--- config.mk ---
export PLATFORM = sky130hd
export DESIGN_NAME = line_continuation_detector_flat
export DESIGN_NICKNAME = d
export VERILOG_FILES = /design/src/lcd_pkg.sv /design/src/lcd_item_if.sv /design/src/lcd_result_if.sv /design/src/lcd_in_reg.sv /design/src/lcd_scan.sv /design/src/line_continuation_detector.sv /design/src/flat_wrapper.sv
export SDC_FILE = /design/constraint.sdc
export NUM_CORES = 1
export LEC_CHECK = 0
export BUFFER_PORTS_ARGS = -buffer_cell sky130_fd_sc_hd__buf_2
export CAP_MARGIN = 15
export CORE_ASPECT_RATIO = 1.1
export CORE_MARGIN = 2
export CORE_UTILIZATION = 50
export CTS_CLUSTER_DIAMETER = 80
export DETAILED_ROUTE_END_ITERATION = 8
export GPL_ROUTABILITY_DRIVEN = 0
export PLACE_DENSITY = 0.78
export REMOVE_ABC_BUFFERS = 1
export SLEW_MARGIN = 25
export SYNTH_ARGS = -nofsm -noshare
export SYNTH_HDL_FRONTEND = slang
export SYNTH_SLANG_ARGS = --single-unit
--- constraint.sdc ---
create_clock -name clk -period 3.2 [get_ports clk]
set_input_delay 0.32 -clock clk [delete_from_list [all_inputs] [get_ports clk]]
set_output_delay 0.32 -clock clk [all_outputs]
set_load 0.05 [all_outputs]
--- src/lcd_pkg.sv ---
`default_nettype none

package lcd_pkg;

    // Operation carried by an input transaction.
    typedef enum logic [1:0] {
        ACT_CHAR  = 2'd0,
        ACT_EMPTY = 2'd1,
        ACT_QUERY = 2'd2,
        ACT_NONE  = 2'd3
    } lcd_action_t;

    // Character codes that the scanner reacts to.
    localparam logic [7:0] CH_HASH   = 8'h23;
    localparam logic [7:0] CH_UNDER  = 8'h5F;
    localparam logic [7:0] CH_QUOTE  = 8'h22;
    localparam logic [7:0] CH_LPAREN = 8'h28;
    localparam logic [7:0] CH_LBRACE = 8'h7B;
    localparam logic [7:0] CH_RPAREN = 8'h29;
    localparam logic [7:0] CH_RBRACE = 8'h7D;
    localparam logic [7:0] CH_EQUAL  = 8'h3D;
    localparam logic [7:0] CH_SEMI   = 8'h3B;
    localparam logic [7:0] CH_SPACE  = 8'h20;
    localparam logic [7:0] CH_NL     = 8'h0A;
    localparam logic [7:0] CH_TAB    = 8'h09;

    // One accepted input transaction as held in the input register.
    typedef struct packed {
        logic [1:0] action;
        logic [7:0] char_code;
        logic       first_of_line;
        logic       last_of_line;
    } lcd_item_t;

    // Single-bit scanner state kept across characters and lines.
    typedef struct packed {
        logic inside_string;
        logic escape_pending;
        logic defining_mode;
        logic double_equal_last;
        logic previous_was_equal;
        logic skip_rest_of_line;
        logic skip_answer;
    } lcd_flags_t;

endpackage

`default_nettype wire

--- src/lcd_item_if.sv ---
`default_nettype none

interface lcd_item_if;
    logic       valid;
    logic       ready;
    logic [1:0] action;
    logic [7:0] char_code;
    logic       first_of_line;
    logic       last_of_line;

    modport source (
        output valid, action, char_code, first_of_line, last_of_line,
        input  ready
    );

    modport sink (
        input  valid, action, char_code, first_of_line, last_of_line,
        output ready
    );
endinterface

`default_nettype wire

--- src/lcd_result_if.sv ---
`default_nettype none

interface lcd_result_if;
    logic valid;
    logic ready;
    logic continued;

    modport source (
        output valid, continued,
        input  ready
    );

    modport sink (
        input  valid, continued,
        output ready
    );
endinterface

`default_nettype wire

--- src/lcd_in_reg.sv ---
`default_nettype none

module lcd_in_reg (
    input  wire logic              clk,
    input  wire logic              rst_n,
    lcd_item_if.sink               item,
    input  wire logic              advance,
    output logic                   held_valid,
    output lcd_pkg::lcd_item_t     held_item
);
    import lcd_pkg::*;

    logic      valid_reg;
    logic      valid_next;
    lcd_item_t item_reg;

    // The register frees up whenever its content is consumed downstream.
    assign item.ready = !valid_reg || advance;
    assign valid_next = item.valid ? 1'b1 : (valid_reg && !advance);

    always_ff @(posedge clk or negedge rst_n)
    begin
        if (!rst_n)
        begin
            valid_reg <= 1'b0;
        end
        else if (item.ready)
        begin
            valid_reg <= valid_next;
        end
    end

    always_ff @(posedge clk)
    begin
        if (item.valid && item.ready)
        begin
            item_reg.action        <= item.action;
            item_reg.char_code     <= item.char_code;
            item_reg.first_of_line <= item.first_of_line;
            item_reg.last_of_line  <= item.last_of_line;
        end
    end

    assign held_valid = valid_reg;
    assign held_item  = item_reg;
endmodule

`default_nettype wire

--- src/lcd_scan.sv ---
`default_nettype none

module lcd_scan #(
    parameter int DEPTH_WIDTH = 8
) (
    input  wire lcd_pkg::lcd_item_t         cur_item,
    input  wire logic signed [DEPTH_WIDTH-1:0] depth,
    input  wire lcd_pkg::lcd_flags_t        flags,
    output logic signed [DEPTH_WIDTH-1:0]   depth_next,
    output lcd_pkg::lcd_flags_t             flags_next,
    output logic                            has_result,
    output logic                            answer
);
    import lcd_pkg::*;

    localparam logic signed [DEPTH_WIDTH-1:0] DEPTH_MAX = {1'b0, {(DEPTH_WIDTH-1){1'b1}}};
    localparam logic signed [DEPTH_WIDTH-1:0] DEPTH_MIN = {1'b1, {(DEPTH_WIDTH-1){1'b0}}};
    localparam logic signed [DEPTH_WIDTH-1:0] DEPTH_ZERO = '0;

    always_comb
    begin
        logic signed [DEPTH_WIDTH-1:0] d;
        lcd_flags_t                    f;
        logic                          eq_now;
        logic [7:0]                    c;

        d          = depth;
        f          = flags;
        eq_now     = 1'b0;
        c          = cur_item.char_code;
        has_result = 1'b0;
        answer     = 1'b0;

        unique case (cur_item.action)
            ACT_QUERY:
            begin
                has_result = 1'b1;
                answer     = (d > DEPTH_ZERO);
            end
            ACT_EMPTY:
            begin
                f.skip_rest_of_line  = 1'b0;
                f.double_equal_last  = 1'b0;
                f.previous_was_equal = 1'b0;
                f.defining_mode      = 1'b0;
                has_result           = 1'b1;
                if (d < DEPTH_ZERO)
                begin
                    d      = DEPTH_ZERO;
                    answer = 1'b0;
                end
                else
                begin
                    answer = (d > DEPTH_ZERO) || f.inside_string;
                end
            end
            ACT_CHAR:
            begin
                if (cur_item.first_of_line)
                begin
                    f.skip_rest_of_line  = 1'b0;
                    f.double_equal_last  = 1'b0;
                    f.previous_was_equal = 1'b0;
                    if (c == CH_HASH && d == DEPTH_ZERO)
                    begin
                        f.skip_rest_of_line = 1'b1;
                        f.skip_answer       = 1'b0;
                    end
                    else if (c == CH_NL)
                    begin
                        f.skip_rest_of_line = 1'b1;
                        f.skip_answer       = 1'b1;
                    end
                    else if (c != CH_SPACE && c != CH_TAB)
                    begin
                        f.defining_mode = 1'b0;
                    end
                end

                if (!f.skip_rest_of_line)
                begin
                    if (f.escape_pending)
                    begin
                        f.escape_pending = 1'b0;
                    end
                    else if (f.inside_string)
                    begin
                        if (c == CH_UNDER)
                        begin
                            f.escape_pending = 1'b1;
                        end
                        else if (c == CH_QUOTE)
                        begin
                            f.inside_string = 1'b0;
                        end
                    end
                    else
                    begin
                        unique case (c)
                            CH_UNDER:
                            begin
                                f.escape_pending = 1'b1;
                            end
                            CH_QUOTE:
                            begin
                                f.inside_string     = 1'b1;
                                f.double_equal_last = 1'b0;
                            end
                            CH_LPAREN, CH_LBRACE:
                            begin
                                if (d != DEPTH_MAX)
                                begin
                                    d = d + 1'b1;
                                end
                            end
                            CH_RPAREN, CH_RBRACE:
                            begin
                                if (d != DEPTH_MIN)
                                begin
                                    d = d - 1'b1;
                                end
                            end
                            CH_EQUAL:
                            begin
                                if (f.previous_was_equal)
                                begin
                                    f.double_equal_last = 1'b1;
                                end
                                eq_now = 1'b1;
                            end
                            CH_SEMI, CH_SPACE, CH_NL:
                            begin
                            end
                            default:
                            begin
                                f.double_equal_last = 1'b0;
                            end
                        endcase
                    end
                    f.previous_was_equal = eq_now;
                end

                if (cur_item.last_of_line)
                begin
                    has_result = 1'b1;
                    if (f.skip_rest_of_line)
                    begin
                        f.skip_rest_of_line = 1'b0;
                        answer              = f.skip_answer;
                    end
                    else if (d < DEPTH_ZERO)
                    begin
                        d      = DEPTH_ZERO;
                        answer = 1'b0;
                    end
                    else
                    begin
                        if (f.double_equal_last)
                        begin
                            f.defining_mode = 1'b1;
                        end
                        answer = f.defining_mode || (d > DEPTH_ZERO) || f.inside_string;
                    end
                end
            end
            default:
            begin
                // Unused action: no state change, no result.
            end
        endcase

        depth_next = d;
        flags_next = f;
    end
endmodule

`default_nettype wire

--- src/line_continuation_detector.sv ---
`default_nettype none

// Line continuation detector.
//
// The item channel carries source text one character per transaction, with
// marks for the first and last character of a line, plus two commands: an
// empty line and a query of the open bracket count. The result channel
// returns one bit per line end, empty line or query, telling whether the
// line needs a continuation line (or, for a query, whether brackets are open).
// Characters that do not end a line produce no result transaction.
//
// Throughput is one transaction per cycle while the receiver keeps up: the
// input register, the scanner logic and the result register form a two-entry
// pipeline, so a new item is taken while a finished result still waits on the
// result channel. The scanner state (bracket depth, string, escape and
// defining flags) is updated in the same cycle the item leaves the input
// register.
//
// Reset clears the scanner state to zero and both pipeline registers to empty.
// When the receiver stalls, the result register holds its value, the input
// register fills, and then the item channel deasserts ready.
module line_continuation_detector #(
    parameter int DEPTH_WIDTH = 8
) (
    input  wire logic   clk,
    input  wire logic   rst_n,
    lcd_item_if.sink    item,
    lcd_result_if.source result
);
    import lcd_pkg::*;

    logic                          held_valid;
    lcd_item_t                     held_item;
    logic                          advance;

    logic signed [DEPTH_WIDTH-1:0] depth_reg;
    logic signed [DEPTH_WIDTH-1:0] depth_next;
    lcd_flags_t                    flags_reg;
    lcd_flags_t                    flags_next;
    logic                          has_result;
    logic                          answer;

    logic                          out_valid_reg;
    logic                          out_bit_reg;
    logic                          consume;

    // The held item moves on whenever the result register is empty or is
    // being emptied in this cycle.
    assign advance = !out_valid_reg || result.ready;
    assign consume = held_valid && advance;

    lcd_in_reg u_in_reg (
        .clk        (clk),
        .rst_n      (rst_n),
        .item       (item),
        .advance    (advance),
        .held_valid (held_valid),
        .held_item  (held_item)
    );

    lcd_scan #(
        .DEPTH_WIDTH (DEPTH_WIDTH)
    ) u_scan (
        .cur_item   (held_item),
        .depth      (depth_reg),
        .flags      (flags_reg),
        .depth_next (depth_next),
        .flags_next (flags_next),
        .has_result (has_result),
        .answer     (answer)
    );

    // Scanner state and result register.
    always_ff @(posedge clk or negedge rst_n)
    begin
        if (!rst_n)
        begin
            depth_reg     <= '0;
            flags_reg     <= '0;
            out_valid_reg <= 1'b0;
        end
        else if (advance)
        begin
            out_valid_reg <= consume && has_result;
            if (consume)
            begin
                depth_reg <= depth_next;
                flags_reg <= flags_next;
            end
        end
    end

    always_ff @(posedge clk)
    begin
        if (consume && has_result)
        begin
            out_bit_reg <= answer;
        end
    end

    assign result.valid     = out_valid_reg;
    assign result.continued = out_bit_reg;

    // A query never changes the bracket depth.
    a_query_keeps_depth: assert property (@(posedge clk) disable iff (!rst_n)
        (consume && held_item.action == ACT_QUERY) |=> depth_reg == $past(depth_reg))
        else $error("bracket depth changed on a query");

    // A new result only appears after an item was consumed.
    a_result_from_item: assert property (@(posedge clk) disable iff (!rst_n)
        $rose(out_valid_reg) |-> $past(consume))
        else $error("result appeared without a consumed item");

    // After a line end the skip flag is always cleared.
    a_skip_cleared: assert property (@(posedge clk) disable iff (!rst_n)
        (consume && held_item.action == ACT_CHAR && held_item.last_of_line)
        |=> !flags_reg.skip_rest_of_line)
        else $error("skip flag left set after line end");

    // An empty line leaves defining mode off.
    a_empty_clears_def: assert property (@(posedge clk) disable iff (!rst_n)
        (consume && held_item.action == ACT_EMPTY) |=> !flags_reg.defining_mode)
        else $error("defining mode set after empty line");
endmodule

`default_nettype wire

--- src/flat_wrapper.sv ---
// flat-port wrapper written by rule: the top's interface ports become plain ports
module line_continuation_detector_flat import lcd_pkg::*;
#(
    parameter int DEPTH_WIDTH = 8
)
  (clk, rst_n, item_valid, item_action, item_char_code, item_first_of_line, item_last_of_line, item_ready, result_valid, result_continued, result_ready);
  lcd_item_if item_i ();
  lcd_result_if result_i ();
  input  wire logic clk;
  input  wire logic rst_n;
  input wire logic [$bits(item_i.valid)-1:0] item_valid;
  input wire logic [$bits(item_i.action)-1:0] item_action;
  input wire logic [$bits(item_i.char_code)-1:0] item_char_code;
  input wire logic [$bits(item_i.first_of_line)-1:0] item_first_of_line;
  input wire logic [$bits(item_i.last_of_line)-1:0] item_last_of_line;
  output wire logic [$bits(item_i.ready)-1:0] item_ready;
  output wire logic [$bits(result_i.valid)-1:0] result_valid;
  output wire logic [$bits(result_i.continued)-1:0] result_continued;
  input wire logic [$bits(result_i.ready)-1:0] result_ready;
  assign item_i.valid = item_valid;
  assign item_i.action = item_action;
  assign item_i.char_code = item_char_code;
  assign item_i.first_of_line = item_first_of_line;
  assign item_i.last_of_line = item_last_of_line;
  assign item_ready = item_i.ready;
  assign result_valid = result_i.valid;
  assign result_continued = result_i.continued;
  assign result_i.ready = result_ready;
  line_continuation_detector #(.DEPTH_WIDTH(DEPTH_WIDTH)) u_core (.clk(clk), .rst_n(rst_n), .item(item_i), .result(result_i));
endmodule
==> flow_metrics.env <==
export IMPL_cts_buffer_depth=2
export IMPL_power_leakage_nw=0.8979
export IMPL_overflow=0
export IMPL_ff_latch_area_um2=815.8
export IMPL_ys_ff_latch=30
export IMPL_slew_headroom_pct=55.85
export IMPL_end_kind="register"
export IMPL_fin_crit_sh_pct=85.72
export IMPL_clock_latency_ns=0.29
export IMPL_synth_area_leaders="dfrtp_1 20%, edfxtp_1 18%, o21ai_0 4.2%"
export IMPL_rr_endpoint="u_core.result.continued"
export IMPL_cts_max_level=2
export IMPL_ys_flop_type="dfrtp_1"
export IMPL_vias_per_cell=6.401
export IMPL_fin_total_pwr_mw=0.9512
export IMPL_async_flop_share_pct=56.67
export IMPL_syn_cell_area_um2=2156
export IMPL_drc=0
export IMPL_ant_nets=0
export IMPL_syn_avg_cell_area_um2=9.213
export IMPL_grt_pass1_wl_mm=8.569
export IMPL_cp_arrival_ns=2.85
export IMPL_syn_to_final_growth_pct=10.33
export IMPL_cp_required_ns=3.31
export IMPL_cts_resized=0
export IMPL_r2r_cells=9
export IMPL_multi_input_area_um2=1255
export IMPL_ys_top_cells_by_count="21 x nand2_1, 18 x o21ai_0, 17 x dfrtp_1, 13 x edfxtp_1, 10 x nor2_1"
export IMPL_fin_setup_tns_ns=0
export IMPL_synth_cell_types=66
export IMPL_grt_pass1_vias=1908
export IMPL_die_y_um=72.87
export IMPL_worstSetupPathType="reg2reg"
export IMPL_hpwl_mm=3.684
export IMPL_synth_edf_count=13
export IMPL_setup_viol=0
export IMPL_antenna_cells=0
export IMPL_final_hold_violation_count=0
export IMPL_slew_viol_final=0
export IMPL_worst_path_max_fanout=9
export IMPL_power_per_cell_area_nw_per_um2=399.9
export IMPL_ff2ff_setup_slack_ns=0.46
export IMPL_hold_depth=1
export IMPL_wirelength_mm=5.003
export IMPL_cts_inserted_buffers=5
export IMPL_synth_top_area_cell="dfrtp_1"
export IMPL_fill_cells=384
export IMPL_gr_usage_all_layers_pct=23.07
export IMPL_ys_warn_count=0
export IMPL_placement_io_buffers=18
export IMPL_status="complete, no violations"
export IMPL_fin_nets=271
export IMPL_post_drt_wl_per_cell_um=16.46
export IMPL_irDropWorstVdd_mv=0.3575
export IMPL_max_cap_viol_count=0
export IMPL_min_period_ns=2.743
export IMPL_io_pins=19
export IMPL_yosysSeqAreaShare_pct=37.84
export IMPL_hold_ws_ns=0.2004
export IMPL_drt_pass1_iter_count=4
export IMPL_synth_top_area_share_pct=19.73
export IMPL_rr_startpoint="u_core.depth_reg[0]"
export IMPL_largest_reg_flops=12
export IMPL_min_from="item_action[0]"
export IMPL_core_region_area_um2=4223
export IMPL_initial_core_util_pct=51.05
export IMPL_skew_ns=0.01087
export IMPL_cts_tree="done"
export IMPL_final_layout_size_suffix_gt1_share_pct=16.00
export IMPL_startpoint_type="register"
export IMPL_placement_rows=25
export IMPL_fmax_ghz=0.3646
export IMPL_grt_max_degree=18
export IMPL_cts_sinks=30
export IMPL_min_path_type="in2reg"
export IMPL_path_clk_slew_ns=0.07
export IMPL_tightestPinTransition_ns=0.6567
export IMPL_syn_instance_count=234
export IMPL_via_count=1946
export IMPL_die_area_um2=4854
export IMPL_drtIter0Drc=165
export IMPL_rsz0062_at_grt="false"
export IMPL_holdPathEnd="u_core.u_in_reg.held_item[10]"
export IMPL_cts_root_buf="clkbuf_8"
export IMPL_grt_antenna_before_repair=0
export IMPL_die_w_um=66.61
export IMPL_yosysMostFrequentCell="nand2_1"
## cells in the final DEF, fill, tap and decap left out, types with 6 or more instances in the layout
cell      instances
nand2_1          21
o21ai_0          18
buf_2            18
dfrtp_1          17
edfxtp_1         13
nor2_1           10
inv_1             8
nor3_1            8
a21oi_1           7
o211ai_1          7
nand2b_1          6
and3_1            6
nand3_1           6
o31ai_1           6
ha_1              6
## where the power goes
part	leakage, nW	switching (mW)	total (mW)	internal (mW)
clock network	0.0514	0.143	0.375	0.232
logic	0.487	0.0770	0.125	0.0481
registers	0.360	0.0278	0.451	0.423
total	0.898	0.248	0.951	0.703
## stage by stage
step	cell area, um2	utilization [%]	instances	worst slack, ns
after floorplan	2101	-	223	0.7658
final	2379	56.33	304	0.4571
after global placement	2258	53.48	295	0.6061
after detailed placement	2258	53.48	295	0.5328
after global routing	2379	56.33	304	0.2365
after CTS	2379	56.33	304	0.4799
## per-layer routing
| layer | global-route usage (%) | up-vias | part of all wire [%] |
|---|---|---|---|
| met2 | 36.44 | 65 | 49 |
| met3 | 5.247 | 14 | 5.3 |
| met1 | 29.80 | 923 | 43 |
| met4 | 11.34 | 0 | 2.1 |
| li1 | - | 944 | - |
| met5 | 0 | - | 0 |
## worst max-delay path: stages (launching register included)
cell      delay [ns]
dfrtp_1         0.46
inv_1           0.13
ha_1            0.21
or3b_4          0.43
o41ai_2         0.28
a41oi_1         0.25
nand2_1         0.17
o221ai_1        0.19
o2111a_1        0.17
a311oi_1        0.28
## kinds of logic after synthesis
| logic type | count (synthesis) | share of synthesized area [%] |
|---|---|---|
| compound gates | 79 | 26.76 |
| flops | 30 | 37.84 |
| buf+inv | 19 | 3.947 |
| mux | 2 | 0.9286 |
| fa+ha+maj | 6 | 3.482 |
| simple gates | 94 | 25.42 |
| xor+xnor | 4 | 1.625 |
## cell type report
type / instances / share of cell area, %
clock buffers: 6 / 3.051
clock inverters: 2 / 1.578
inverters: 8 / 1.262
multi-input cells: 185 / 52.76
flip-flops and latches: 30 / 34.30
well taps: 54 / 2.841
repair buffers: 19 / 4.208
## repair_timing
action	4_1_cts	5_1_grt
buffers inserted	0	0
hold endpoints to repair	17	0
endpoints found under the setup margin	0	0
hold buffers	1	0
## worst max path at each step
stage,to,depth (start not counted),from,slack (ns)
detailed placement,u_core.result.continued,9,u_core.depth_reg[0],0.53
global route,u_core.result.continued,9,u_core.depth_reg[0],0.24
CTS,u_core.result.continued,9,u_core.depth_reg[0],0.48
floorplan,u_core.result.continued,9,u_core.depth_reg[0],0.77
finish,u_core.result.continued,9,u_core.depth_reg[0],0.46
global placement,u_core.result.continued,9,u_core.depth_reg[0],0.61
Power figures use the tool's default switching activity.
